### src/rtl/core/gcb_pkg.sv
// Shared types and constants for the glyph coverage blend block.
`timescale 1ns / 1ps

package gcb_pkg;

	// Fixed limits of the placement and clipping logic.
	localparam int MAX_IMAGE_DIM = 4096;
	localparam int MAX_GLYPH_DIM = 1024;

	// Field widths.
	localparam int DIM_W    = 13;
	localparam int POS_W    = 14;
	localparam int GLYPH_W  = 10;
	localparam int CH_W     = 8;
	localparam int INDEX_W  = 24;
	localparam int PROD_W   = 16;
	localparam int CFG_IDX_W  = 3;
	localparam int CFG_DATA_W = 32;

	// Reciprocal of gray_max: ceil(2^RECIP_SHIFT / g), exact for 16-bit numerators.
	localparam int RECIP_SHIFT = 24;
	localparam int RECIP_W     = RECIP_SHIFT + 1;
	localparam int STEP_W      = 5;
	localparam int MUL_W       = PROD_W + RECIP_W;

	// Reset values of the configuration registers.
	localparam logic [DIM_W-1:0]      RST_IMAGE_WIDTH  = 13'd640;
	localparam logic [DIM_W-1:0]      RST_IMAGE_HEIGHT = 13'd480;
	localparam logic [DIM_W-1:0]      RST_ORIGIN       = 13'd0;
	localparam logic [CFG_DATA_W-1:0] RST_COLOR_RGBA   = 32'd255;
	localparam logic [CH_W-1:0]       RST_GRAY_MAX     = 8'd255;
	localparam logic [RECIP_W-1:0]    RST_RECIP        = 25'd65794;

	// Configuration register indexes.
	typedef enum logic [CFG_IDX_W-1:0] {
		REG_IMAGE_WIDTH  = 3'd0,
		REG_IMAGE_HEIGHT = 3'd1,
		REG_ORIGIN_X     = 3'd2,
		REG_ORIGIN_Y     = 3'd3,
		REG_COLOR_RGBA   = 3'd4,
		REG_GRAY_MAX     = 3'd5
	} reg_index_t;

	// Decoded configuration as seen by the datapath.
	typedef struct packed {
		logic [DIM_W-1:0]        width;
		logic [DIM_W-1:0]        height;
		logic signed [DIM_W-1:0] origin_x;
		logic signed [DIM_W-1:0] origin_y;
		logic [CH_W-1:0]         red;
		logic [CH_W-1:0]         green;
		logic [CH_W-1:0]         blue;
		logic [CH_W-1:0]         alpha;
		logic [CH_W-1:0]         gray;
		logic [RECIP_W-1:0]      recip;
		logic                    busy;
	} cfg_t;

	// One classified sample in the queue between front and back.
	typedef struct packed {
		logic [CH_W-1:0]    strength;
		logic               in_image;
		logic [INDEX_W-1:0] pixel_index;
		logic [CH_W-1:0]    old_red;
		logic [CH_W-1:0]    old_green;
		logic [CH_W-1:0]    old_blue;
	} entry_t;

endpackage

### src/rtl/core/gcb_queue.sv
// Short queue of classified samples between the front and back pipelines.
`timescale 1ns / 1ps

module gcb_queue #(
	parameter int DEPTH = 4
) (
	input  logic            clk,
	input  logic            arst_n,
	input  logic            push,
	input  gcb_pkg::entry_t wdata,
	input  logic            pop,
	output gcb_pkg::entry_t rdata,
	output logic            full,
	output logic            empty
);

	localparam int PTR_W = (DEPTH > 1) ? $clog2(DEPTH) : 1;
	localparam int CNT_W = $clog2(DEPTH + 1);

	gcb_pkg::entry_t     mem_q [DEPTH];
	logic [PTR_W-1:0]    wr_ptr_q, rd_ptr_q;
	logic [CNT_W-1:0]    count_q;

	assign full  = count_q == CNT_W'(DEPTH);
	assign empty = count_q == '0;
	assign rdata = mem_q[rd_ptr_q];

	// Entry storage.
	always_ff @(posedge clk) begin
		if (push) mem_q[wr_ptr_q] <= wdata;
	end

	// Pointers and fill count.
	always_ff @(posedge clk or negedge arst_n) begin
		if (!arst_n) begin
			wr_ptr_q <= '0;
			rd_ptr_q <= '0;
			count_q  <= '0;
		end else begin
			if (push) begin
				wr_ptr_q <= (wr_ptr_q == PTR_W'(DEPTH - 1)) ? '0 : wr_ptr_q + 1'b1;
			end
			if (pop) begin
				rd_ptr_q <= (rd_ptr_q == PTR_W'(DEPTH - 1)) ? '0 : rd_ptr_q + 1'b1;
			end
			if (push && !pop) count_q <= count_q + 1'b1;
			else if (pop && !push) count_q <= count_q - 1'b1;
		end
	end

endmodule

### config.mk
export PLATFORM = sky130hd
export DESIGN_NAME = gcb_queue
export DESIGN_NICKNAME = d
export VERILOG_FILES = /design/src/rtl/core/gcb_pkg.sv /design/src/rtl/core/gcb_queue.sv
export SDC_FILE = /design/constraint.sdc
export NUM_CORES = 1
export LEC_CHECK = 0
export ABC_AREA = 1
export ABC_CLOCK_PERIOD_IN_PS = 3740
export BUFFER_PORTS_ARGS = -buffer_cell sky130_fd_sc_hd__buf_2
export CAP_MARGIN = 20
export CORE_UTILIZATION = 62
export DETAILED_ROUTE_END_ITERATION = 6
export MAX_ROUTING_LAYER = met4
export PLACE_DENSITY = 0.85
export SETUP_SLACK_MARGIN = 0.05
export SLEW_MARGIN = 20
export SYNTH_ARGS = -nofsm -noshare
export SYNTH_HDL_FRONTEND = slang
export SYNTH_SLANG_ARGS = --single-unit
### constraint.sdc
create_clock -name clk -period 3.74 [get_ports clk]
set_input_delay 0 -clock clk [delete_from_list [all_inputs] [get_ports clk]]
set_output_delay 0 -clock clk [all_outputs]
set_load 0.01 [all_outputs]
; Yosys cells after proc, flatten, opt, wreduce, memory -nomap -nowiden
; Memories as Yosys holds them, arrays and structs flattened.
; Cells that the tools add are included.
[word_totals]
inputBits = 61
latchBits = 0
mem_bits_ro = 0
word_cells = 23
memories = 1
ff_bits = 7
mem_bits_rw = 228
[classes]
n_eq_ne = 3
n_lt_le_gt_ge = 0
bitwise = 0
add_sub_neg = 4
n_shift = 0
mux = 6
multipliers = 0
div = 0
reduce_logical = 6
[memory_table]
columns = memory, depth, word_bits, rd, rd_clocked_by_memory_dff, wr, line
row1 = mem_q, 4, 57, 1, 0, 1, gcb_queue.sv:20  ; gcb_pkg::entry_t mem_q [DEPTH];
[op_table]
columns = operator, count
row1 = 2-to-1 mux 3 bit, 2
row2 = "adder 2 x 1 -> 2 bit, second input constant", 2
row3 = "== test 2 bit, second input constant", 2
row4 = 2-to-1 mux 2 bit, 2
row5 = "adder 3 x 1 -> 3 bit, second input constant", 1
row6 = "== test 3 bit, second input constant", 1
row7 = zero test 3 bit, 1
row8 = "subtractor 3 x 1 -> 3 bit, second input constant", 1
row9 = logical AND 1 bit, 2
row10 = zero test 1 bit, 2
row11 = 2-to-1 mux 1 bit, 2
row12 = nonzero test 2 bit, 1

; Logic depth before layout (Yosys ltp)
[logic_depth]
depth_word = 4
ltp_mapped = 9
depth_no_buf = 9

; Worst setup path after synthesis
; OpenSTA, ideal clock, no wires.
[synth_timing]
kind = flip-flop to flip-flop
startpoint = register wr_ptr_q[0]
endpoint = memory mem_q[2][0] (netlist name) (enable)
synth_period_minus_slack_ns = 2.182
path_slack_ns = 1.558
path_stages_with_launch = 5
path_buffers = 0
setup_time_ns = 0.411
arrival_ns = 1.771
path_cell_list = dfrtp_1 -> inv_1 -> ha_1 -> nand2_1 -> inv_1
[synth_lines]
columns = item, line
row1 = start: declaration, gcb_queue.sv:21  ; logic [PTR_W-1:0] wr_ptr_q, rd_ptr_q;
row2 = start signal: assignment, gcb_queue.sv:41  ; wr_ptr_q <= (wr_ptr_q == PTR_W'(DEPTH - 1)) ? '0 : wr_ptr_q + 1'b1;
row3 = end: declaration, gcb_queue.sv:20
; Straight into the memory's write port.

==> results by stage <==
Status:
- The flow ran to the end, and the final reports show no timing, DRC or antenna violations.

Clocking:
- The number of clock sinks is 235.
- The register clock-pin slew on the reported worst setup and hold paths is 0.06 ns.
- The later pin in the worst-skew pair is clocked with a latency of 0.49 ns.
- In this run the clock root is driven by a sky130_fd_sc_hd__clkbuf_16.
- CTS built an H-tree with a depth of 1.
- Post-CTS timing repair inserted 0 buffers for setup.
- The number of buffers on the longest clock path is 3.
- The number of buffers added by the clock tree synthesis step is 23.
- The clock tree from TritonCTS is yes.

Setup path:
- The required time of the critical path is 3.74 ns.
- The maximum cell stage delay along the critical path is 0.54 ns.
- By instance count, the cell type seen most on the critical path is sky130_fd_sc_hd__nand2_1.
- Data arrives at the worst endpoint at 2.60 ns.
- The type of element capturing the critical path is an output pin.
- The biggest fanout along the worst timing path is 114.
- The kind of critical path is reg -> out.
- The signal on the critical path passes through inv_6 -> buf_4 -> nand2_1 -> o211ai_1 -> nand2_1 -> buf_2.
- STA classifies the critical path startpoint as a register.
- The slowest stage cell on the critical path is sky130_fd_sc_hd__inv_6.

Global route:
- The number of antenna violations at the first check in global routing was 0.
- Global routing consumed, on the met2 layer, 44.95% of the routing resources.
- The global routing usage on met1 is 33.16%.
- The pin count of the biggest net entering global routing is 115.
- The total global routing overflow is 0.
- Global routing used 3.441% of the available met3 tracks.
- The highest-utilization routing layer at the global route stage is met2.
- The first global-routing pass estimated 31280 µm of wire.
- The number of global-route vias before repair is 6268.
- Global routing used 26.46% of the available tracks across all layers.

Placement:
- The number of I/O port buffers is 119.
- Including well taps, the total number of placed cells is 993.
- Summing all placed instances gives a cell area of 0.01016 mm².
- The estimated wirelength of the detail-placed design is 10970 µm.
- The final weighted congestion in routability-driven placement is 0.7858.

Timing:
- The worst max-slew margin expressed relative to the limit is 36.05%.
- Setup repair after global routing left no endpoint under its margin.
- The number of setup violations in the final report is 0.
- For the finished layout, the period the worst path requires is 2.595 ns.
- The final clock period utilization by the worst path is 69.39%.
- Across the routed clock network, the largest skew measured is 0.006598 ns.
- The max-slew violation count is 0.
- The highest attainable clock frequency is 385.3 MHz.
- The sum of negative setup slack is 0 ns.
- The transition at the pin with the smallest max-transition slack is 0.9579 ns.
- The hold violation total from the final report came to 0.

Logic synthesis:
- The number of standard cells after synthesis is 717.
- The area fraction of the dominant cell type after synthesis is 71.87%.
- Sequential elements use 73.71% of the synthesized area.
- The net count after synthesis is 785.
- The distinct cell type count after synthesis is 20.
- sky130_fd_sc_hd__edfxtp_1 takes more of the synthesized area than any other cell.
- The yosys synthesis warning count is 0.
- The cell area that synthesis handed to floorplanning was 0.009527 mm².
- The synthesized design contains 235 register bits.
- Dividing the synthesized area by the synthesized cell count gives 13.29 µm².
- Ranked by total cell area, the synthesized netlist is headed by sky130_fd_sc_hd__edfxtp_1, sky130_fd_sc_hd__o211ai_1, sky130_fd_sc_hd__nand2_1.

Final layout:
- The summed area of non-filler cells in the final layout is 0.01143 mm².
- The count of non-filler cells in the finished layout is 1090.
- The number of antenna diodes in the final layout is 0.
- The post-layout net count is 963.
- From synthesis to final layout, the design area changed by 19.95%.
- The fraction of layout cells with a size suffix above 1 is 19.09%.

Detailed routing:
- The routed wire length is 19930 µm.
- The number of DRC markers in iteration 0 is 538.
- The post-detailed-route DRC marker count is 0.
- The final route contains 6049 vias.
- The first-pass detailed-route iteration total is 5.
- The average vias per placed instance is 5.550.
- The post-route antenna net violation count is 0.
- Dividing the detail-routed wire length by the instance count gives 18.28 µm.

Die:
- The area of the die is 0.01586 mm².
- In this run the standard cell core region covers 0.01475 mm².
- The effective utilization at floorplan is 64.57%.
- The floorplan die height is 126.0 µm.
- The boundary pin count is 120.
- The die is 126.0 µm wide.
- The total number of placement rows is 44.

Job:
- Across the run, the number of max-cap violations was 0.

Power and ir drop:
- The worst vdd rail ir drop is 666.5 µV.
- The reported leakage power is 4.717 nW.
- The power density over the cells is 716.5 mW/mm².

Min path:
- The worst hold path belongs to the class in -> reg.
## worst paths after layout
path                                           end               startpoint  cells after the start  slack (ns)
setup / recovery                         rdata[30]  rd_ptr_q[0]$_DFFE_PN0P_                      6        1.14
hold / removal              mem_q[2][29]$_DFFE_PP_                wdata[29]                      2        0.27
setup reg to reg            mem_q[1][11]$_DFFE_PP_  wr_ptr_q[1]$_DFFE_PN0P_                      5        1.59
hold reg to reg             count_q[2]$_DFFE_PN0P_   count_q[2]$_DFFE_PN0P_                      2        0.56
max in group asynchronous  rd_ptr_q[1]$_DFFE_PN0P_                   arst_n                      3        3.00
min in group asynchronous   count_q[2]$_DFFE_PN0P_                   arst_n                      3        0.48
## final cells by class
type                            instances  area (µm²)
Inverter                              127       481.7
Clock inverter                          7       56.30
Multi-Input combinational cell        318        1757
Sequential cell                       235        7023
Timing Repair Buffer                  190        1281
Tap cell                              184       230.2
Clock buffer                           29       598.1
Fill cell                             807        3327
## power breakdown
group	leakage (nW)	internal [W]	total, W	switching, W
combinational	2.22	0.000858	0.00259	0.00173
clock	0.321	0.00119	0.00207	0.000885
sequential	2.18	0.00338	0.00352	0.000141
## sequential cells by signal (all words and copies together), names as in the netlist
name,flops
wr_ptr_q,2
count_q,3
rd_ptr_q,2
mem_q,228
## placed cells by master, fill, tap and decap left out, drive strengths merged, types with 2 or more instances in the layout
cell type | Yosys | routed
edfxtp | 228 | 228
nand2 | 186 | 186
buf | 32 | 129
inv | 127 | 127
o211ai | 114 | 114
dlygate4sd3 | 0 | 61
clkbuf | 5 | 29
dfrtp | 7 | 7
ha | 6 | 6
clkinv | 0 | 6
o21ai | 4 | 4
nor3 | 2 | 2
nor2 | 2 | 2
## stage by stage
stage	power, W	hold slack, ns	setup WS (ns)	util (%)
after CTS	0.008174	0.2345	1.230	77.45
final	0.008188	0.2663	1.145	77.45
after detailed placement	0.006059	-0.1570	1.597	68.88
after floorplan	0.005282	-0.2956	1.558	-
after global placement	0.005929	-0.1630	1.668	68.88
after global routing	0.008594	0.2640	1.042	77.45
## synthesized netlist by cell type
cell and n:
sky130_fd_sc_hd__o21ai_0 3, sky130_fd_sc_hd__nand2_1 186, sky130_fd_sc_hd__o21ai_1 1, sky130_fd_sc_hd__buf_4 7, sky130_fd_sc_hd__buf_2 13, sky130_fd_sc_hd__edfxtp_1 228, sky130_fd_sc_hd__nor2_1 2, sky130_fd_sc_hd__ha_1 6
sky130_fd_sc_hd__nor3_1 2, sky130_fd_sc_hd__inv_1 125, sky130_fd_sc_hd__inv_2 2, sky130_fd_sc_hd__fa_1 1, sky130_fd_sc_hd__nand3_1 1, sky130_fd_sc_hd__dfrtp_1 7, sky130_fd_sc_hd__o211ai_1 104, sky130_fd_sc_hd__clkbuf_1 5
sky130_fd_sc_hd__o211ai_2 10, sky130_fd_sc_hd__nand4_1 1, sky130_fd_sc_hd__xnor2_1 1, sky130_fd_sc_hd__buf_6 12
## worst max-delay path: cells and delay by family, from the launching register on
kind | cells | cell delay [ns]
DFF | 1 | 0.43
AOI/OAI and AO/OA | 1 | 0.14
and+or+nand+nor | 2 | 0.26
buffers and inverters | 3 | 1.18
## cells by family after synthesis
family          count (synthesis)  share of synthesized area, %
xor+xnor                        1                       0.09195
compound gates                118                         9.719
buf+inv                       164                         7.854
fa+ha+maj                       7                        0.9981
flops                         235                         73.71
simple gates                  192                         7.631
## repair_timing
item | 4_1_cts | 5_1_grt
hold endpoints to repair | 240 | 0
gates resized for setup | 0 | 0
hold buffers | 61 | 0
## metal layers
| layer | up-vias | routed length (µm) |
|---|---|---|
| li1 | 2851 | - |
| met1 | 2866 | 7940 |
| met2 | 289 | 10120 |
| met3 | 43 | 1395 |
| met4 | 0 | 467 |
| met5 | - | 0 |
Note: power is estimated with default switching activity, not from simulation.
