## config.mk

```make
export PLATFORM = sky130hd
export DESIGN_NAME = gcb_front_flat
export DESIGN_NICKNAME = d
export VERILOG_FILES = /design/src/rtl/core/gcb_pkg.sv /design/src/rtl/core/gcb_if.sv /design/src/rtl/core/gcb_front.sv /design/src/flat_wrapper.sv
export SDC_FILE = /design/constraint.sdc
export NUM_CORES = 2
export LEC_CHECK = 0
export BUFFER_PORTS_ARGS = -buffer_cell sky130_fd_sc_hd__buf_4
export CORE_UTILIZATION = 30
export DETAILED_ROUTE_END_ITERATION = 8
export PLACE_DENSITY = 0.44
export RECOVER_POWER = 100
export SETUP_SLACK_MARGIN = 0.02
export SYNTH_ARGS = -nofsm -noshare
export SYNTH_HDL_FRONTEND = slang
export SYNTH_SLANG_ARGS = --single-unit
```

## constraint.sdc

```tcl
create_clock -name clk -period 8.4 [get_ports clk]
set_input_delay 1.68 -clock clk [delete_from_list [all_inputs] [get_ports clk]]
set_output_delay 1.68 -clock clk [all_outputs]
set_load 0.02 [all_outputs]
```

## src/rtl/core/gcb_pkg.sv

```systemverilog
// Shared types and constants for the glyph coverage blend block.
`timescale 1ns / 1ps

package gcb_pkg;

	// Fixed limits of the placement and clipping logic.
	localparam int MAX_IMAGE_DIM = 4096;
	localparam int MAX_GLYPH_DIM = 1024;

	// Field widths.
	localparam int DIM_W    = 13;
	localparam int POS_W    = 14;
	localparam int GLYPH_W  = 10;
	localparam int CH_W     = 8;
	localparam int INDEX_W  = 24;
	localparam int PROD_W   = 16;
	localparam int CFG_IDX_W  = 3;
	localparam int CFG_DATA_W = 32;

	// Reciprocal of gray_max: ceil(2^RECIP_SHIFT / g), exact for 16-bit numerators.
	localparam int RECIP_SHIFT = 24;
	localparam int RECIP_W     = RECIP_SHIFT + 1;
	localparam int STEP_W      = 5;
	localparam int MUL_W       = PROD_W + RECIP_W;

	// Reset values of the configuration registers.
	localparam logic [DIM_W-1:0]      RST_IMAGE_WIDTH  = 13'd640;
	localparam logic [DIM_W-1:0]      RST_IMAGE_HEIGHT = 13'd480;
	localparam logic [DIM_W-1:0]      RST_ORIGIN       = 13'd0;
	localparam logic [CFG_DATA_W-1:0] RST_COLOR_RGBA   = 32'd255;
	localparam logic [CH_W-1:0]       RST_GRAY_MAX     = 8'd255;
	localparam logic [RECIP_W-1:0]    RST_RECIP        = 25'd65794;

	// Configuration register indexes.
	typedef enum logic [CFG_IDX_W-1:0] {
		REG_IMAGE_WIDTH  = 3'd0,
		REG_IMAGE_HEIGHT = 3'd1,
		REG_ORIGIN_X     = 3'd2,
		REG_ORIGIN_Y     = 3'd3,
		REG_COLOR_RGBA   = 3'd4,
		REG_GRAY_MAX     = 3'd5
	} reg_index_t;

	// Decoded configuration as seen by the datapath.
	typedef struct packed {
		logic [DIM_W-1:0]        width;
		logic [DIM_W-1:0]        height;
		logic signed [DIM_W-1:0] origin_x;
		logic signed [DIM_W-1:0] origin_y;
		logic [CH_W-1:0]         red;
		logic [CH_W-1:0]         green;
		logic [CH_W-1:0]         blue;
		logic [CH_W-1:0]         alpha;
		logic [CH_W-1:0]         gray;
		logic [RECIP_W-1:0]      recip;
		logic                    busy;
	} cfg_t;

	// One classified sample in the queue between front and back.
	typedef struct packed {
		logic [CH_W-1:0]    strength;
		logic               in_image;
		logic [INDEX_W-1:0] pixel_index;
		logic [CH_W-1:0]    old_red;
		logic [CH_W-1:0]    old_green;
		logic [CH_W-1:0]    old_blue;
	} entry_t;

endpackage

```

## src/rtl/core/gcb_if.sv

```systemverilog
// Channel interfaces of the glyph coverage blend block.
`timescale 1ns / 1ps

interface gcb_sample_if;
	logic                              valid;
	logic                              ready;
	logic [gcb_pkg::CH_W-1:0]          coverage;
	logic [gcb_pkg::GLYPH_W-1:0]       glyph_row;
	logic [gcb_pkg::GLYPH_W-1:0]       glyph_column;
	logic [gcb_pkg::CH_W-1:0]          old_red;
	logic [gcb_pkg::CH_W-1:0]          old_green;
	logic [gcb_pkg::CH_W-1:0]          old_blue;

	modport source (output valid, coverage, glyph_row, glyph_column, old_red, old_green,
		old_blue, input ready);
	modport sink (input valid, coverage, glyph_row, glyph_column, old_red, old_green,
		old_blue, output ready);
endinterface


```

## src/rtl/core/gcb_front.sv

```systemverilog
// Front pipeline: places and clips samples, computes index and strength.
`timescale 1ns / 1ps

module gcb_front (
	input  logic            clk,
	input  logic            arst_n,
	gcb_sample_if.sink      sample,
	input  gcb_pkg::cfg_t   cfg_st,
	input  logic            q_full,
	output logic            q_push,
	output gcb_pkg::entry_t q_wdata
);

	logic                            v_s1, v_s2, v_s3;
	logic                            adv1, adv2, adv3;
	logic                            take;

	logic [gcb_pkg::POS_W-1:0]       x_c, y_c;
	logic                            inside_c;
	logic [gcb_pkg::CH_W-1:0]        cov_c;

	logic                            inside_s1;
	logic [gcb_pkg::DIM_W-1:0]       x_s1, y_s1;
	logic [gcb_pkg::CH_W-1:0]        cov_s1;
	logic [gcb_pkg::CH_W-1:0]        old_r_s1, old_g_s1, old_b_s1;

	logic                            inside_s2;
	logic [gcb_pkg::DIM_W-1:0]       x_s2;
	logic [2*gcb_pkg::DIM_W-1:0]     yw_s2;
	logic [gcb_pkg::PROD_W-1:0]      prod_s2;
	logic [gcb_pkg::CH_W-1:0]        old_r_s2, old_g_s2, old_b_s2;

	logic [2*gcb_pkg::DIM_W-1:0]     idx_c;
	logic [gcb_pkg::MUL_W-1:0]       smul_c;
	logic [gcb_pkg::CH_W-1:0]        sq_c;
	gcb_pkg::entry_t                 entry_s3;

	// Stage advance chain, held off by a full queue.
	assign adv3   = !v_s3 || !q_full;
	assign adv2   = !v_s2 || adv3;
	assign adv1   = !v_s1 || adv2;
	assign sample.ready = adv1 && !cfg_st.busy;
	assign take   = sample.valid && sample.ready;
	assign q_push = v_s3 && !q_full;
	assign q_wdata = entry_s3;

	// Placement and clipping.
	assign x_c = {cfg_st.origin_x[gcb_pkg::DIM_W-1], cfg_st.origin_x}
		+ gcb_pkg::POS_W'(sample.glyph_column);
	assign y_c = {cfg_st.origin_y[gcb_pkg::DIM_W-1], cfg_st.origin_y}
		+ gcb_pkg::POS_W'(sample.glyph_row);
	assign inside_c = (int'(sample.glyph_row) < gcb_pkg::MAX_GLYPH_DIM)
		&& (int'(sample.glyph_column) < gcb_pkg::MAX_GLYPH_DIM)
		&& !x_c[gcb_pkg::POS_W-1] && !y_c[gcb_pkg::POS_W-1]
		&& (x_c[gcb_pkg::DIM_W-1:0] < cfg_st.width)
		&& (y_c[gcb_pkg::DIM_W-1:0] < cfg_st.height);
	assign cov_c = (sample.coverage > cfg_st.gray) ? cfg_st.gray : sample.coverage;

	// Stage valid flags.
	always_ff @(posedge clk or negedge arst_n) begin
		if (!arst_n) begin
			v_s1 <= 1'b0;
			v_s2 <= 1'b0;
			v_s3 <= 1'b0;
		end else begin
			if (adv1) v_s1 <= take;
			if (adv2) v_s2 <= v_s1;
			if (adv3) v_s3 <= v_s2;
		end
	end

	// Stage 1: clipped position and saturated coverage.
	always_ff @(posedge clk) begin
		if (adv1) begin
			inside_s1 <= inside_c;
			x_s1      <= x_c[gcb_pkg::DIM_W-1:0];
			y_s1      <= y_c[gcb_pkg::DIM_W-1:0];
			cov_s1    <= cov_c;
			old_r_s1  <= sample.old_red;
			old_g_s1  <= sample.old_green;
			old_b_s1  <= sample.old_blue;
		end
	end

	// Stage 2: row offset and coverage times alpha.
	always_ff @(posedge clk) begin
		if (adv2) begin
			inside_s2 <= inside_s1;
			x_s2      <= x_s1;
			yw_s2     <= y_s1 * cfg_st.width;
			prod_s2   <= cov_s1 * cfg_st.alpha;
			old_r_s2  <= old_r_s1;
			old_g_s2  <= old_g_s1;
			old_b_s2  <= old_b_s1;
		end
	end

	// Stage 3: pixel index and strength by reciprocal multiply.
	assign idx_c  = yw_s2 + (2*gcb_pkg::DIM_W)'(x_s2);
	assign smul_c = gcb_pkg::MUL_W'(prod_s2) * gcb_pkg::MUL_W'(cfg_st.recip);
	assign sq_c   = smul_c[gcb_pkg::RECIP_SHIFT +: gcb_pkg::CH_W];

	always_ff @(posedge clk) begin
		if (adv3) begin
			entry_s3.in_image    <= inside_s2;
			entry_s3.pixel_index <= inside_s2 ? idx_c[gcb_pkg::INDEX_W-1:0] : '0;
			entry_s3.strength    <= (sq_c > cfg_st.gray) ? cfg_st.gray : sq_c;
			entry_s3.old_red     <= old_r_s2;
			entry_s3.old_green   <= old_g_s2;
			entry_s3.old_blue    <= old_b_s2;
		end
	end

endmodule

```

## src/flat_wrapper.sv

```systemverilog
// flat-port wrapper written by rule: the top's interface ports become plain ports
module gcb_front_flat 
  (clk, arst_n, cfg_st, q_full, q_push, q_wdata, sample_valid, sample_coverage, sample_glyph_row, sample_glyph_column, sample_old_red, sample_old_green, sample_old_blue, sample_ready);
  gcb_sample_if sample_i ();
  input  logic clk;
  input  logic arst_n;
  input  gcb_pkg::cfg_t cfg_st;
  input  logic q_full;
  output logic q_push;
  output gcb_pkg::entry_t q_wdata;
  input wire logic [$bits(sample_i.valid)-1:0] sample_valid;
  input wire logic [$bits(sample_i.coverage)-1:0] sample_coverage;
  input wire logic [$bits(sample_i.glyph_row)-1:0] sample_glyph_row;
  input wire logic [$bits(sample_i.glyph_column)-1:0] sample_glyph_column;
  input wire logic [$bits(sample_i.old_red)-1:0] sample_old_red;
  input wire logic [$bits(sample_i.old_green)-1:0] sample_old_green;
  input wire logic [$bits(sample_i.old_blue)-1:0] sample_old_blue;
  output wire logic [$bits(sample_i.ready)-1:0] sample_ready;
  assign sample_i.valid = sample_valid;
  assign sample_i.coverage = sample_coverage;
  assign sample_i.glyph_row = sample_glyph_row;
  assign sample_i.glyph_column = sample_glyph_column;
  assign sample_i.old_red = sample_old_red;
  assign sample_i.old_green = sample_old_green;
  assign sample_i.old_blue = sample_old_blue;
  assign sample_ready = sample_i.ready;
  gcb_front u_core (.clk(clk), .arst_n(arst_n), .sample(sample_i), .cfg_st(cfg_st), .q_full(q_full), .q_push(q_push), .q_wdata(q_wdata));
endmodule
```

# After elaboration in Yosys (flattened, before gate mapping)
# Cells that the tools add are included.
[totals]
ff_bits = 197
out_inout_bits = 59
[op_classes]
addsub = 3
multipliers = 3
order_cmp = 4
mux = 2
n_reduce_logical = 16
[ops]
columns = ["op", "count"]
rows = [
  ["$mul A16 B25 Y32", 1],
  ["$add A13 B11 Y14", 2],
  ["$lt A13 B13 Y1", 2],
  ["$add A24 B13 Y24", 1],
  ["$mul A13 B13 Y24", 1],
  ["$gt A8 B8 Y1", 2],
  ["$mul A8 B8 Y16", 1],
  ["$mux W8", 2],
  ["$logic_not A1 Y1", 7],
  ["$logic_and A1 B1 Y1", 6],
  ["$logic_or A1 B1 Y1", 3],
]

# Longest topological paths before layout
[depth]
depth_word = 6
depth_mapped = 34
depth_no_buf = 32

# Least setup slack after synthesis
# Ideal clock, no wire load.
[synth_timing]
path_kind = "in2reg"
start = "input cfg_st[21] (netlist name)"
end = "register u_core.entry_s3, in the netlist u_core.q_wdata[55], data pin"
setup_ns = 0.274
arrival_time_ns = 8.160
required_ns = 8.126
path_slack_ns = -0.034
cell_stages = 30
path_cell_list = "clkbuf_1 -> nand2_1 -> fa_1 -> inv_1 -> fa_1 -> inv_1 -> fa_1 -> inv_1 -> fa_1 -> fa_1 -> inv_1 -> fa_1 -> inv_1 -> ha_1 -> and4_1 -> and2_1 -> a221oi_1 -> o22ai_1 -> a211oi_2 -> nor2_1 -> o21a_1 -> nor3_1 -> nor2_1 -> ha_1 -> a21o_1 -> a21oi_1 -> o21ai_0 -> o21ai_1 -> clkbuf_1 -> a211oi_1"
[synth_between]
elab_chain_len = 3
[synth_rtl]
columns = ["element", "line", "text"]
rows = [
  ["start: declaration", "flat_wrapper.sv:7", "input gcb_pkg::cfg_t cfg_st;"],
  ["$mul A16 B25 Y32 (*)", "gcb_front.sv:100", "assign smul_c = gcb_pkg::MUL_W'(prod_s2) * gcb_pkg::MUL_W'(cfg_st.recip);"],
  ["$gt A8 B8 Y1", "gcb_front.sv:107", "entry_s3.strength <= (sq_c > cfg_st.gray) ? cfg_st.gray : sq_c;"],
  ["$mux W8 (*)", "gcb_front.sv:107", ""],
  ["end: declaration", "gcb_front.sv:36", "gcb_pkg::entry_t entry_s3;"],
]
# Every way passes the cells marked *; elsewhere a longest branch is shown, timed or not.
# A chain may end at the register's enable or synchronous reset.

# Final worst setup path
[layout_timing]
start = "input cfg_st[13] (netlist name)"
end = "register u_core.entry_s3, in the netlist u_core.q_wdata[54], data pin"
# Same word-level chain as after synthesis.

==> results.py <==
metrics = {
    "status": {
        "status": "finished, violations left",
        "violations": "max-capacitance violations, max-slew violations",
    },
    "critical_path": {
        "worstRegToRegCells": 29,
        "crit_arrival_ns": 8.43,
        "cp-start-kind": "primary input",
        "reg2reg_from": "u_core.prod_s2[12]",
        "worst_ep_required_time_ns": 8.62,
        "max_stage_delay_ns": 0.53,
        "crit_path_top_delay_cell": "fa_1",
        "r2r_end": "u_core.q_wdata[54]",
        "path_delay_family": "adder cells",
        "critPathMaxFanout": 10,
        "crit_type": "primary input to flop",
        "worst-r2r-setup-slack_ns": 0.54,
        "worst-path-buf-inv": 8,
        "crit_top_cell": "fa_1",
        "crit_path_end_kind": "flop",
    },
    "sta": {
        "setup_viol": 0,
        "worst_pin_slew_ns": 3.93,
        "layout_min_cycle_time_ns": 8.21,
        "fin_tns_setup_ns": 0,
        "layout_setup_ws_ns": 0.192,
        "slew_headroom_pct": -162,
        "finalCritPeriodShare_pct": 97.7,
        "maxSlewViolCount": 169,
        "rsz0062_at_grt": "yes",
        "finalHoldViolations": 0,
        "fmax_ghz": 0.122,
        "clock_skew_ns": 0.0132,
    },
    "yosys": {
        "synth_top_area_share_pct": 33.8,
        "syn_nets": 3474,
        "ys.flop_type": "edfxtp_1",
        "synth_cell_types": 61,
        "synth.area.top_cells": "fa_1, edfxtp_1, ha_1",
        "syn_area_per_cell_um2": 10.1,
        "yosysSeqAreaShare_pct": 22.4,
        "yosysTopAreaCell": "fa_1",
        "synthArstFlopShare_pct": 1.52,
        "syn_area_mm2": 0.0263,
        "synth-edff-count": 194,
        "ys_warn_count": 0,
        "synthCells": 2613,
        "synth-seq-cells": 197,
    },
    "cts": {
        "cts.path.max_buffers": 2,
        "cts_max_level": 4,
        "cts-hold-fix-buffers": 0,
        "path_clk_slew_ns": 0.09,
        "cts-root-buf": "clkbuf_16",
        "cts_tree": "built",
        "worstSkewPairLatency_ns": 0.47,
        "cts_buffers": 17,
        "cts.sinks": 197,
    },
    "routing": {
        "ant_nets": 0,
        "routed_via_density": 4.49,
        "drc": 0,
        "wl_per_cell_um": 16.6,
        "drtPass1Iterations": 5,
        "num_vias": 18100,
        "routed_wl_um": 66900,
        "drt_iter0_markers": 820,
    },
    "placed_design": {
        "gp_congestion": 0.821,
        "place_area_mm2": 0.0298,
        "portBuffers": 208,
        "dpl.hpwl_um": 54900,
        "dp_cells": 3999,
        "place_ws_ns": -0.694,
    },
    "floorplanning": {
        "start_util_pct": 30.3,
        "core-area_mm2": 0.0868,
        "io_pins": 233,
        "dieArea_mm2": 0.0889,
        "die-width_um": 298,
        "row_count": 108,
        "die_y_um": 298,
    },
    "hold_path": {
        "holdCritPathClass": "flop to flop",
        "min_path_cells": 0,
        "hp-start": "u_core.old_g_s1[0]",
        "whs_endpoint": "u_core.old_g_s2[0]",
    },
    "finish": {
        "layout_commonest_cell": "inv_1",
        "final_area_mm2": 0.0306,
        "nets": 3728,
        "n_antenna_cell": 0,
        "final_cell_mix": "inv_1, fa_1, nand2_1, ha_1, and2_1",
        "stdcell_count": 4035,
        "drive_gt1_share_pct": 12.2,
        "area_growth_pct": 16.3,
    },
    "global_route": {
        "antenna_found_initial": 1,
        "globalRouteOverflowTotal": 0,
        "grt_pass1_vias": 19900,
        "grt.total_usage_pct": 15.6,
        "grt_pass1_wl_um": 109000,
        "grt_max_degree": 62,
    },
    "run": {
        "maxCapViolCount": 4,
    },
}
state kept, by name (all words and copies together) (netlist names), 13 cells and up:
signal,flops
u_core.prod_s2,16
u_core.q_wdata,57
u_core.x_s1,13
u_core.x_s2,13
u_core.y_s1,13
u_core.yw_s2,24
worst reg2reg max path: cells and delay by family, from the launching register on:
family                     cells  cell delay, ns
adders and majority gates      8            3.61
AOI/OAI and AO/OA              8            1.25
and+or+nand+nor                6            0.81
DFF                            1            1.01
muxes                          1            0.33
buffers and inverters          6            0.61
repair_timing:
item / in CTS / in global routing
pin swaps: 8 / 45
setup endpoints to repair: 8 / 8
resized for setup: 10 / 89
buffers inserted: 0 / 4
area by class of cell:
type                    instances  area (µm²)
fillers                      8871       56200
clock buffers                  17         425
flip-flops and latches        197        5900
well taps                    1155        1450
clock inverters                15         220
repair buffers                318        2250
multi-input cells            1776       18300
inverters                     557        2090
layer usage:
layer,wire length [µm],up-vias,GRT usage [%]
li1,-,8528,-
met1,28800,9246,19.5
met2,34300,280,28.1
met3,2260,66,1.99
met4,1580,0,4.33
met5,0,-,0
cells in the mapped netlist (17+ instances only):
master and n:
edfxtp_1 194, nand2_1 396, a21o_1 21, clkbuf_1 83
nand3_1 17, nor2_1 37, xor2_1 23, o21ai_0 47
xnor2_1 73, and2_1 255, a21oi_1 53, fa_1 444
inv_1 557, ha_1 243, nor2b_1 17
through the flow:
stage          hold slack [ns]  util [%]
4_1_cts                  0.425      35.2
6_report                 0.424      35.3
3_5_place_dp             0.405      34.4
5_1_grt                  0.429      35.3
3_3_place_gp             0.401      34.4
2_1_floorplan            0.400         -
kinds of logic (layout without fill, tap and decap cells):
family	Yosys count	after routing	share of synthesized area [%]
xor gates and xnor gates	96	96	3.20
AOI/OAI and AO/OA	199	199	5.11
muxes	4	4	0.171
adders and majority gates	687	687	45.3
buffers and inverters	640	907	9.13
DFF	197	197	22.4
and+or+nand+nor	790	790	14.6
worst max-delay path by stage:
stage / to / depth (start not counted) / slack, ns / from
2_1_floorplan: u_core.q_wdata[52] / 29 / 0.03 / cfg_st[23]
3_3_place_gp: u_core.q_wdata[56] / 31 / -0.68 / cfg_st[20]
3_5_place_dp: u_core.q_wdata[56] / 30 / -0.69 / cfg_st[14]
4_1_cts: u_core.q_wdata[52] / 30 / 0.03 / cfg_st[11]
5_1_grt: u_core.q_wdata[56] / 32 / -0.03 / cfg_st[10]
6_report: u_core.q_wdata[54] / 31 / 0.19 / cfg_st[13]
Power is left out: the tool's default activity adds up to more than one toggle a clock period on the data nets, which glitch-free logic cannot reach.
