[src/rtl/core/gcb_pkg.sv]
// Shared types and constants for the glyph coverage blend block.
`timescale 1ns / 1ps

package gcb_pkg;

	// Fixed limits of the placement and clipping logic.
	localparam int MAX_IMAGE_DIM = 4096;
	localparam int MAX_GLYPH_DIM = 1024;

	// Field widths.
	localparam int DIM_W    = 13;
	localparam int POS_W    = 14;
	localparam int GLYPH_W  = 10;
	localparam int CH_W     = 8;
	localparam int INDEX_W  = 24;
	localparam int PROD_W   = 16;
	localparam int CFG_IDX_W  = 3;
	localparam int CFG_DATA_W = 32;

	// Reciprocal of gray_max: ceil(2^RECIP_SHIFT / g), exact for 16-bit numerators.
	localparam int RECIP_SHIFT = 24;
	localparam int RECIP_W     = RECIP_SHIFT + 1;
	localparam int STEP_W      = 5;
	localparam int MUL_W       = PROD_W + RECIP_W;

	// Reset values of the configuration registers.
	localparam logic [DIM_W-1:0]      RST_IMAGE_WIDTH  = 13'd640;
	localparam logic [DIM_W-1:0]      RST_IMAGE_HEIGHT = 13'd480;
	localparam logic [DIM_W-1:0]      RST_ORIGIN       = 13'd0;
	localparam logic [CFG_DATA_W-1:0] RST_COLOR_RGBA   = 32'd255;
	localparam logic [CH_W-1:0]       RST_GRAY_MAX     = 8'd255;
	localparam logic [RECIP_W-1:0]    RST_RECIP        = 25'd65794;

	// Configuration register indexes.
	typedef enum logic [CFG_IDX_W-1:0] {
		REG_IMAGE_WIDTH  = 3'd0,
		REG_IMAGE_HEIGHT = 3'd1,
		REG_ORIGIN_X     = 3'd2,
		REG_ORIGIN_Y     = 3'd3,
		REG_COLOR_RGBA   = 3'd4,
		REG_GRAY_MAX     = 3'd5
	} reg_index_t;

	// Decoded configuration as seen by the datapath.
	typedef struct packed {
		logic [DIM_W-1:0]        width;
		logic [DIM_W-1:0]        height;
		logic signed [DIM_W-1:0] origin_x;
		logic signed [DIM_W-1:0] origin_y;
		logic [CH_W-1:0]         red;
		logic [CH_W-1:0]         green;
		logic [CH_W-1:0]         blue;
		logic [CH_W-1:0]         alpha;
		logic [CH_W-1:0]         gray;
		logic [RECIP_W-1:0]      recip;
		logic                    busy;
	} cfg_t;

	// One classified sample in the queue between front and back.
	typedef struct packed {
		logic [CH_W-1:0]    strength;
		logic               in_image;
		logic [INDEX_W-1:0] pixel_index;
		logic [CH_W-1:0]    old_red;
		logic [CH_W-1:0]    old_green;
		logic [CH_W-1:0]    old_blue;
	} entry_t;

endpackage

[src/rtl/core/gcb_if.sv]


interface gcb_result_if;
	logic                          valid;
	logic                          ready;
	logic [gcb_pkg::CH_W-1:0]      new_red;
	logic [gcb_pkg::CH_W-1:0]      new_green;
	logic [gcb_pkg::CH_W-1:0]      new_blue;
	logic [gcb_pkg::INDEX_W-1:0]   pixel_index;
	logic                          write_enable;

	modport source (output valid, new_red, new_green, new_blue, pixel_index, write_enable,
		input ready);
	modport sink (input valid, new_red, new_green, new_blue, pixel_index, write_enable,
		output ready);
endinterface


[src/rtl/core/gcb_back.sv]
// Back pipeline: blends the three color channels and drives the result.
`timescale 1ns / 1ps

module gcb_back (
	input  logic            clk,
	input  logic            arst_n,
	input  gcb_pkg::cfg_t   cfg_st,
	input  logic            q_empty,
	input  gcb_pkg::entry_t q_rdata,
	output logic            q_pop,
	gcb_result_if.source    result
);

	logic                             v_s1, v_s2, v_s3;
	logic                             adv1, adv2, adv3;

	logic [gcb_pkg::CH_W-1:0]         old_c [3];
	logic [gcb_pkg::CH_W-1:0]         col_c [3];
	logic [gcb_pkg::CH_W-1:0]         keep_c;

	logic [gcb_pkg::PROD_W-1:0]       p_old_s1 [3];
	logic [gcb_pkg::PROD_W-1:0]       p_col_s1 [3];
	logic [gcb_pkg::CH_W-1:0]         old_s1 [3];
	logic                             inside_s1;
	logic [gcb_pkg::INDEX_W-1:0]      idx_s1;

	logic [gcb_pkg::PROD_W-1:0]       sum_s2 [3];
	logic [gcb_pkg::CH_W-1:0]         old_s2 [3];
	logic                             inside_s2;
	logic [gcb_pkg::INDEX_W-1:0]      idx_s2;

	logic [gcb_pkg::MUL_W-1:0]        mul_c [3];
	logic [gcb_pkg::CH_W-1:0]         new_s3 [3];
	logic                             inside_s3;
	logic [gcb_pkg::INDEX_W-1:0]      idx_s3;

	// Stage advance chain, held off by the result sink.
	assign adv3  = !v_s3 || result.ready;
	assign adv2  = !v_s2 || adv3;
	assign adv1  = !v_s1 || adv2;
	assign q_pop = !q_empty && adv1;

	assign old_c[0] = q_rdata.old_red;
	assign old_c[1] = q_rdata.old_green;
	assign old_c[2] = q_rdata.old_blue;
	assign col_c[0] = cfg_st.red;
	assign col_c[1] = cfg_st.green;
	assign col_c[2] = cfg_st.blue;
	assign keep_c   = cfg_st.gray - q_rdata.strength;

	// Stage valid flags.
	always_ff @(posedge clk or negedge arst_n) begin
		if (!arst_n) begin
			v_s1 <= 1'b0;
			v_s2 <= 1'b0;
			v_s3 <= 1'b0;
		end else begin
			if (adv1) v_s1 <= q_pop;
			if (adv2) v_s2 <= v_s1;
			if (adv3) v_s3 <= v_s2;
		end
	end

	// Stage 1: per-channel weighted products.
	always_ff @(posedge clk) begin
		if (adv1) begin
			for (int c = 0; c < 3; c++) begin
				p_old_s1[c] <= old_c[c] * keep_c;
				p_col_s1[c] <= col_c[c] * q_rdata.strength;
				old_s1[c]   <= old_c[c];
			end
			inside_s1 <= q_rdata.in_image;
			idx_s1    <= q_rdata.pixel_index;
		end
	end

	// Stage 2: weighted sums, at most 255 times gray_max.
	always_ff @(posedge clk) begin
		if (adv2) begin
			for (int c = 0; c < 3; c++) begin
				sum_s2[c] <= p_old_s1[c] + p_col_s1[c];
				old_s2[c] <= old_s1[c];
			end
			inside_s2 <= inside_s1;
			idx_s2    <= idx_s1;
		end
	end

	// Stage 3: divide by gray_max through its reciprocal, clipped samples keep old color.
	always_comb begin
		for (int c = 0; c < 3; c++) begin
			mul_c[c] = gcb_pkg::MUL_W'(sum_s2[c]) * gcb_pkg::MUL_W'(cfg_st.recip);
		end
	end

	always_ff @(posedge clk) begin
		if (adv3) begin
			for (int c = 0; c < 3; c++) begin
				new_s3[c] <= inside_s2 ? mul_c[c][gcb_pkg::RECIP_SHIFT +: gcb_pkg::CH_W]
					: old_s2[c];
			end
			inside_s3 <= inside_s2;
			idx_s3    <= idx_s2;
		end
	end

	assign result.valid        = v_s3;
	assign result.new_red      = new_s3[0];
	assign result.new_green    = new_s3[1];
	assign result.new_blue     = new_s3[2];
	assign result.pixel_index  = idx_s3;
	assign result.write_enable = inside_s3;

endmodule
[src/flat_wrapper.sv]
// flat-port wrapper written by rule: the top's interface ports become plain ports
module gcb_back_flat 
  (clk, arst_n, cfg_st, q_empty, q_rdata, q_pop, result_valid, result_new_red, result_new_green, result_new_blue, result_pixel_index, result_write_enable, result_ready);
  gcb_result_if result_i ();
  input  logic clk;
  input  logic arst_n;
  input  gcb_pkg::cfg_t cfg_st;
  input  logic q_empty;
  input  gcb_pkg::entry_t q_rdata;
  output logic q_pop;
  output wire logic [$bits(result_i.valid)-1:0] result_valid;
  output wire logic [$bits(result_i.new_red)-1:0] result_new_red;
  output wire logic [$bits(result_i.new_green)-1:0] result_new_green;
  output wire logic [$bits(result_i.new_blue)-1:0] result_new_blue;
  output wire logic [$bits(result_i.pixel_index)-1:0] result_pixel_index;
  output wire logic [$bits(result_i.write_enable)-1:0] result_write_enable;
  input wire logic [$bits(result_i.ready)-1:0] result_ready;
  assign result_valid = result_i.valid;
  assign result_new_red = result_i.new_red;
  assign result_new_green = result_i.new_green;
  assign result_new_blue = result_i.new_blue;
  assign result_pixel_index = result_i.pixel_index;
  assign result_write_enable = result_i.write_enable;
  assign result_i.ready = result_ready;
  gcb_back u_core (.clk(clk), .arst_n(arst_n), .cfg_st(cfg_st), .q_empty(q_empty), .q_rdata(q_rdata), .q_pop(q_pop), .result(result_i));
endmodule
[config.mk]
export PLATFORM = sky130hd
export DESIGN_NAME = gcb_back_flat
export DESIGN_NICKNAME = d
export VERILOG_FILES = /design/src/rtl/core/gcb_pkg.sv /design/src/rtl/core/gcb_if.sv /design/src/rtl/core/gcb_back.sv /design/src/flat_wrapper.sv
export SDC_FILE = /design/constraint.sdc
export NUM_CORES = 2
export LEC_CHECK = 0
export ABC_AREA = 1
export BUFFER_PORTS_ARGS = -buffer_cell sky130_fd_sc_hd__clkbuf_2
export CAP_MARGIN = 30
export CORE_MARGIN = 10
export CORE_UTILIZATION = 65
export CTS_BUF_LIST = sky130_fd_sc_hd__clkbuf_2 sky130_fd_sc_hd__clkbuf_4 sky130_fd_sc_hd__clkbuf_8
export DETAILED_ROUTE_END_ITERATION = 6
export PLACE_DENSITY = 0.83
export SYNTH_ARGS = -nofsm -noshare
export SYNTH_HDL_FRONTEND = slang
export SYNTH_SLANG_ARGS = --single-unit
[constraint.sdc]
create_clock -name clk -period 12.5 [get_ports clk]
set_clock_uncertainty 0.05 [all_clocks]
set_input_delay 3.75 -clock clk [delete_from_list [all_inputs] [get_ports clk]]
set_output_delay 3.75 -clock clk [all_outputs]
set_load 0.005 [all_outputs]
Word-level counts from Yosys, hierarchy flattened
Memory sizes are Yosys's and may differ from the RTL's.
Cells that the tools add are included.
Word-level totals
  flip-flop bits (word level): 78
  latch bits: 0
  memory bits (writable): 216
  bits in read-only memories: 0
  bits of input ports: 179
  output and inout bits: 51
  logic and storage cells: 45
  memories kept: 6
Cells by class
  $add $sub $neg: 4
  multiply operators: 9
  divide/modulo/power cells: 0
  order comparisons: 0
  eq/ne operators: 0
  shift-type cells: 0
  muxes and demuxes: 9
  bitwise operators: 0
  reduce and logical (&&, ||, !) cells: 8
Memory list
  u_core.p_col_s1: words 3, width 16, rd ports 3, clocked after Yosys merged registers in 0, write ports 3, line gcb_back.sv:22  | logic [gcb_pkg::PROD_W-1:0] p_col_s1 [3];
  u_core.p_old_s1: words 3, width 16, rd ports 3, clocked after Yosys merged registers in 0, write ports 3, line gcb_back.sv:21  | logic [gcb_pkg::PROD_W-1:0] p_old_s1 [3];
  u_core.sum_s2: words 3, width 16, rd ports 3, clocked after Yosys merged registers in 0, write ports 3, line gcb_back.sv:27  | logic [gcb_pkg::PROD_W-1:0] sum_s2 [3];
  u_core.new_s3: words 3, width 8, rd ports 3, clocked after Yosys merged registers in 0, write ports 3, line gcb_back.sv:33  | logic [gcb_pkg::CH_W-1:0] new_s3 [3];
  u_core.old_s1: words 3, width 8, rd ports 3, clocked after Yosys merged registers in 0, write ports 3, line gcb_back.sv:23  | logic [gcb_pkg::CH_W-1:0] old_s1 [3];
  u_core.old_s2: words 3, width 8, rd ports 3, clocked after Yosys merged registers in 0, write ports 3, line gcb_back.sv:28  | logic [gcb_pkg::CH_W-1:0] old_s2 [3];
Operators with widths (count)
  $mul A16 B25 Y32: 3
  $mul A8 B8 Y16: 6
  $add A16 B16 Y16: 3
  $mux W8: 3
  $sub A8 B8 Y8: 1
  $mux W1: 6
  $logic_not A1 Y1: 4
  $logic_or A1 B1 Y1: 3
  $logic_and A1 B1 Y1: 1

Longest topological paths before layout
  depth in word-level cells: 6
  depth in mapped cells: 29
  gate-level depth less buffers: 27

Least setup slack after synthesis
Ideal clock, no wire load.
  kind: input-to-output
  from: input result_ready
  to: output q_pop
  arrival time: 8.419 ns
  data required time: 8.700 ns
  path slack: 0.281 ns
  cell stages on the path: 6
  buffers on the path: 0
  path through: inv_1 -> nand2_1 -> nor2_1 -> nand2_1 -> nand2_1 -> inv_1
On the way
  word-level cells in the longest chain between the ends: 4
Ends and longest elaborated chain
  from (decl): line flat_wrapper.sv:17  | input wire logic [$bits(result_i.ready)-1:0] result_ready;
  $logic_or A1 B1 Y1: line gcb_back.sv:38  | assign adv3 = !v_s3 || result.ready;
  via u_core.adv3: line gcb_back.sv:15  | logic adv1, adv2, adv3;
  $logic_or A1 B1 Y1: line gcb_back.sv:39  | assign adv2 = !v_s2 || adv3;
  $logic_or A1 B1 Y1: line gcb_back.sv:40  | assign adv1 = !v_s1 || adv2;
  $logic_and A1 B1 Y1: line gcb_back.sv:41  | assign q_pop = !q_empty && adv1;
  to (decl): line flat_wrapper.sv:10  | output logic q_pop;
The timed path passes the listed nets, and every way through them passes these cells.

==> report_table.html <==
<table>
<tr><th>Metric</th><th>Value</th></tr>
<tr><th colspan="2">Synth</th></tr>
<tr><td>Library cell occupying the most area in the post-synthesis netlist</td><td>sky130_fd_sc_hd__fa_1</td></tr>
<tr><td>Cell types with the largest area share after synthesis</td><td>sky130_fd_sc_hd__fa_1 (37%), sky130_fd_sc_hd__edfxtp_1 (15%), sky130_fd_sc_hd__inv_1 (13%), sky130_fd_sc_hd__nand2_1 (13%), sky130_fd_sc_hd__ha_1 (10%)</td></tr>
<tr><td>Total of warnings raised by yosys</td><td>0</td></tr>
<tr><td>Async set-reset flop share out of synthesis</td><td>1.02%</td></tr>
<tr><td>Fraction of post-synthesis cell area in the top cell type by area</td><td>37.1%</td></tr>
<tr><td>Cell count after synthesis</td><td>7,137</td></tr>
<tr><td>Prevailing post-synth register cell</td><td>sky130_fd_sc_hd__edfxtp_1</td></tr>
<tr><td>Post-synth top cells</td><td>sky130_fd_sc_hd__inv_1 (2,048), sky130_fd_sc_hd__nand2_1 (1,939), sky130_fd_sc_hd__fa_1 (1,075), sky130_fd_sc_hd__ha_1 (484), sky130_fd_sc_hd__edfxtp_1 (291)</td></tr>
<tr><td>Syn_area_per_cell</td><td>8.13 um2</td></tr>
<tr><td>Seq/Total Area, Yosys</td><td>between 10% and 20%</td></tr>
<tr><td>Yosys reg bits</td><td>about 300</td></tr>
<tr><td>Post-synth EDFFs</td><td>a little under 300</td></tr>
<tr><td>Cell with the most instances after synthesis</td><td>sky130_fd_sc_hd__inv_1</td></tr>
<tr><td>Net Count, Synth</td><td>about 8,900</td></tr>
<tr><td>Post-Synthesis Cell Area</td><td>a little under 0.06 mm2</td></tr>
<tr><td>Unique masters post-synth</td><td>48</td></tr>
<tr><th colspan="2">Run</th></tr>
<tr><td>Max capacitance violation total</td><td>0</td></tr>
<tr><th colspan="2">Clocking</th></tr>
<tr><td>Clock tree from TritonCTS</td><td>yes</td></tr>
<tr><td>Setup Fix Bufs, Post-CTS</td><td>0</td></tr>
<tr><td>Clock insertion delay at the later pin of the skew report</td><td>around 0.61 ns</td></tr>
<tr><td>H-Tree Level Count</td><td>2</td></tr>
<tr><td>Hold buffers post-CTS</td><td>0</td></tr>
<tr><td>Number of buffers created by CTS</td><td>41</td></tr>
<tr><td>Count of clock tree sinks</td><td>about 290</td></tr>
<tr><td>Max Root-Sink Buffers</td><td>3</td></tr>
<tr><td>Clock edge transition at the registers on the reported setup and hold paths</td><td>roughly 0.080 ns</td></tr>
<tr><td>Number of gates resized after CTS</td><td>0</td></tr>
<tr><td>Root Buffer Master</td><td>sky130_fd_sc_hd__clkbuf_8</td></tr>
<tr><th colspan="2">Setup path</th></tr>
<tr><td>Worst path most repeated cell</td><td>sky130_fd_sc_hd__fa_1</td></tr>
<tr><td>Standard cell with the maximum stage delay on the critical path</td><td>sky130_fd_sc_hd__nand2_1</td></tr>
<tr><td>End of the worst register-to-register path</td><td>u_core.new_s3[0][6]</td></tr>
<tr><td>Worst setup EP type</td><td>register</td></tr>
<tr><td>Critical path type</td><td>in -&gt; reg</td></tr>
<tr><td>Critical path data required time</td><td>12.78 ns</td></tr>
<tr><td>Critical R2R Launch</td><td>u_core.sum_s2[0][8]</td></tr>
<tr><td>Depth of the worst register-to-register path</td><td>19</td></tr>
<tr><td>Minimum setup slack among reg-to-reg paths</td><td>5.95 ns</td></tr>
<tr><td>Critical path peak fanout</td><td>25</td></tr>
<tr><td>Arrival @ worst endpoint</td><td>roughly 10 ns</td></tr>
<tr><td>Max incr delay on CP</td><td>0.61 ns</td></tr>
<tr><td>Critical path launch point type</td><td>input port</td></tr>
<tr><td>Critical path cell sequence</td><td>clkbuf_2 -&gt; ha_1 -&gt; inv_1 -&gt; fa_1 -&gt; a21oi_1 -&gt; o21ai_1 -&gt; or2_2 -&gt; nand2_1 -&gt; clkinv_1 -&gt; nand2_1 -&gt; fa_1 -&gt; fa_1 -&gt; fa_1 -&gt; inv_1 -&gt; fa_1 -&gt; ha_1 -&gt; a21oi_1 -&gt; a21boi_0 -&gt; o21ai_1 -&gt; a31oi_1 -&gt; xor2_1</td></tr>
<tr><th colspan="2">Routing</th></tr>
<tr><td>DRC marker count from the first detailed-route iteration</td><td>3,433</td></tr>
<tr><td>TritonRoute pass-1 iters</td><td>7</td></tr>
<tr><td>Drc violations</td><td>0</td></tr>
<tr><td>Vias/cell</td><td>5.45</td></tr>
<tr><td>Routed length per placed instance</td><td>about 17 um</td></tr>
<tr><td>Total via count in the routed design</td><td>around 45,000</td></tr>
<tr><td>Total Wirelength</td><td>about 140 mm</td></tr>
<tr><td>Final antenna-violating net count</td><td>0</td></tr>
<tr><th colspan="2">Global route</th></tr>
<tr><td>Largest net degree at the start of global routing</td><td>76</td></tr>
<tr><td>Vias in the first global route</td><td>~48,000</td></tr>
<tr><td>All-Layer GR Usage</td><td>27.9%</td></tr>
<tr><td>Total grt overflow</td><td>0</td></tr>
<tr><td>Antenna violations before repair</td><td>3</td></tr>
<tr><td>Global-route wire length before repair</td><td>234 mm</td></tr>
<tr><th colspan="2">Die</th></tr>
<tr><td>Number of rows created at floorplan</td><td>109</td></tr>
<tr><td>Starting density of the core</td><td>65.6%</td></tr>
<tr><td>Count of boundary I/O pins</td><td>230</td></tr>
<tr><td>Die X-Extent</td><td>319 um</td></tr>
<tr><td>Floorplan core area</td><td>slightly below 0.09 mm2</td></tr>
<tr><td>Die extent in y</td><td>319 um</td></tr>
<tr><td>Die area</td><td>0.102 mm2</td></tr>
<tr><th colspan="2">Hold path</th></tr>
<tr><td>HP Class</td><td>reg -&gt; reg</td></tr>
<tr><td>Worst hold path endpoint</td><td>u_core.result.pixel_index[20]</td></tr>
<tr><td>Start point of the worst hold path</td><td>u_core.idx_s2[20]</td></tr>
<tr><td>Worst hold path cell count</td><td>0</td></tr>
<tr><th colspan="2">Timing</th></tr>
<tr><td>Final-layout setup total negative slack</td><td>0 ns</td></tr>
<tr><td>Number of setup violations in the final report</td><td>0</td></tr>
<tr><td>Fmax</td><td>just over 100 MHz</td></tr>
<tr><td>Minimum period implied by the final worst setup slack</td><td>9.79 ns</td></tr>
<tr><td>Actual transition at the worst max-transition pin</td><td>between 1 and 1.5 ns</td></tr>
<tr><td>RSZ-0062 raised after global routing</td><td>no</td></tr>
<tr><td>Final Slew Violations</td><td>0</td></tr>
<tr><td>Headroom to the max-slew limit</td><td>25.8%</td></tr>
<tr><td>Hold Violations, Final</td><td>0</td></tr>
<tr><td>Post-route fraction of the period consumed by the critical path</td><td>78.3%</td></tr>
<tr><th colspan="2">Final layout</th></tr>
<tr><td>Register Area</td><td>0.00881 mm2</td></tr>
<tr><td>Footprint of the multi-input gates</td><td>0.0403 mm2</td></tr>
<tr><td>Synthesis-to-layout area growth</td><td>4.90%</td></tr>
<tr><td>Filler Cell Count</td><td>6,629</td></tr>
<tr><td>Proportion of layout cells with a drive suffix above 1</td><td>around 4.4%</td></tr>
<tr><td>Number of nets in the final layout</td><td>8,848</td></tr>
<tr><th colspan="2">Status</th></tr>
<tr><td>Status</td><td>finished clean</td></tr>
<tr><th colspan="2">Place</th></tr>
<tr><td>Post-detailed-placement half-perimeter wirelength</td><td>109 mm</td></tr>
<tr><td>Count of buffers inserted at the top-level ports</td><td>168</td></tr>
<tr><td>Final Wtd Congestion</td><td>0.941</td></tr>
</table>
## stage by stage
stage	area [um2]	util [%]	worst slack [ns]	hold WS, ns	std cells
3_3_place_gp	59500	67.2	2.27	0.350	8212
2_1_floorplan	58000	-	0.281	0.350	7137
5_1_grt	60900	68.8	2.38	0.358	8305
4_1_cts	60800	68.6	2.80	0.358	8299
6_report	60900	68.8	2.71	0.353	8305
3_5_place_dp	59900	67.6	2.18	0.355	8227
## placed cells by master, fill, tap and decap left out, types with 4 or more instances in the layout
cell and n:
sky130_fd_sc_hd__a211oi_1 4, sky130_fd_sc_hd__a21boi_0 13, sky130_fd_sc_hd__a21o_1 18, sky130_fd_sc_hd__a21oi_1 184
sky130_fd_sc_hd__a31oi_1 17, sky130_fd_sc_hd__buf_16 18, sky130_fd_sc_hd__buf_4 41, sky130_fd_sc_hd__bufinv_16 4
sky130_fd_sc_hd__clkbuf_2 168, sky130_fd_sc_hd__clkbuf_4 8, sky130_fd_sc_hd__clkbuf_8 45, sky130_fd_sc_hd__clkinv_1 6
sky130_fd_sc_hd__clkinv_2 6, sky130_fd_sc_hd__edfxtp_1 291, sky130_fd_sc_hd__fa_1 1075, sky130_fd_sc_hd__ha_1 484
sky130_fd_sc_hd__inv_1 2047, sky130_fd_sc_hd__nand2_1 1937, sky130_fd_sc_hd__nand2_2 4, sky130_fd_sc_hd__nand3_1 163
sky130_fd_sc_hd__nand3b_1 10, sky130_fd_sc_hd__nand4_1 26, sky130_fd_sc_hd__nor2_1 245, sky130_fd_sc_hd__nor3_1 34
sky130_fd_sc_hd__nor4_1 7, sky130_fd_sc_hd__o2111ai_1 7, sky130_fd_sc_hd__o21a_1 11, sky130_fd_sc_hd__o21ai_0 81
sky130_fd_sc_hd__o21ai_1 8, sky130_fd_sc_hd__o21bai_1 14, sky130_fd_sc_hd__o31ai_1 6, sky130_fd_sc_hd__xnor2_1 39
sky130_fd_sc_hd__xor2_1 84
## per-layer routing
layer,routed length (um),global-route usage [%]
met5,31,0
met4,6450,12.5
met3,12800,4.67
met2,68200,48.0
met1,51700,34.3
## critical path, delay by kind of cell
| kind | cells | cell delay (ns) |
|---|---|---|
| AOI/OAI and AO/OA | 6 | 1.09 |
| xor gates and xnor gates | 1 | 0.10 |
| adders and majority gates | 7 | 2.89 |
| buffers and inverters | 4 | 1.13 |
| and+or+nand+nor | 3 | 1.07 |
## cell families (layout without fill, tap and decap cells)
group | after synthesis | count (layout) | synth area share, %
compound gates | 371 | 371 | 3.62
other cells | 0 | 1 | 0
simple gates | 2438 | 2438 | 16.5
flops | 294 | 294 | 15.2
buf+inv | 2352 | 2354 | 15.3
fa+ha+maj | 1559 | 1559 | 47.5
xor+xnor | 123 | 123 | 1.86
## layout make-up
type                       count  area share (%)
timing repair buffer         229            2.76
inverter                    2053            12.7
tap                         1165            2.39
clock inverter                19           0.353
antenna                        1         0.00411
sequential                   294            14.5
clock buffer                  53            1.12
multi-input combinational   4491            66.2
## worst max path at each step
stage	start	to	slack, ns
floorplan	result_ready	q_pop	0.28
global placement	q_rdata[49]	u_core.p_old_s1[0][45]	2.27
detailed placement	q_rdata[49]	u_core.p_old_s1[0][45]	2.18
CTS	q_rdata[49]	u_core.p_old_s1[0][45]	2.80
global route	q_rdata[49]	u_core.p_old_s1[0][45]	2.38
finish	q_rdata[49]	u_core.p_old_s1[0][45]	2.71
## state kept, by name, indices dropped and copies added, names as in the netlist
name and count:
u_core.idx_s1 24, u_core.idx_s2 24, u_core.inside_s1 1, u_core.inside_s2 1, u_core.new_s3 24, u_core.old_s1 24, u_core.old_s2 24, u_core.p_col_s1 48
u_core.p_old_s1 48, u_core.result.pixel_index 24, u_core.result.valid 1, u_core.result.write_enable 1, u_core.sum_s2 48, u_core.v_s1 1, u_core.v_s2 1
Power is not shown: default switching activity piles up to over one toggle a cycle in this logic, so the estimate is an artifact.
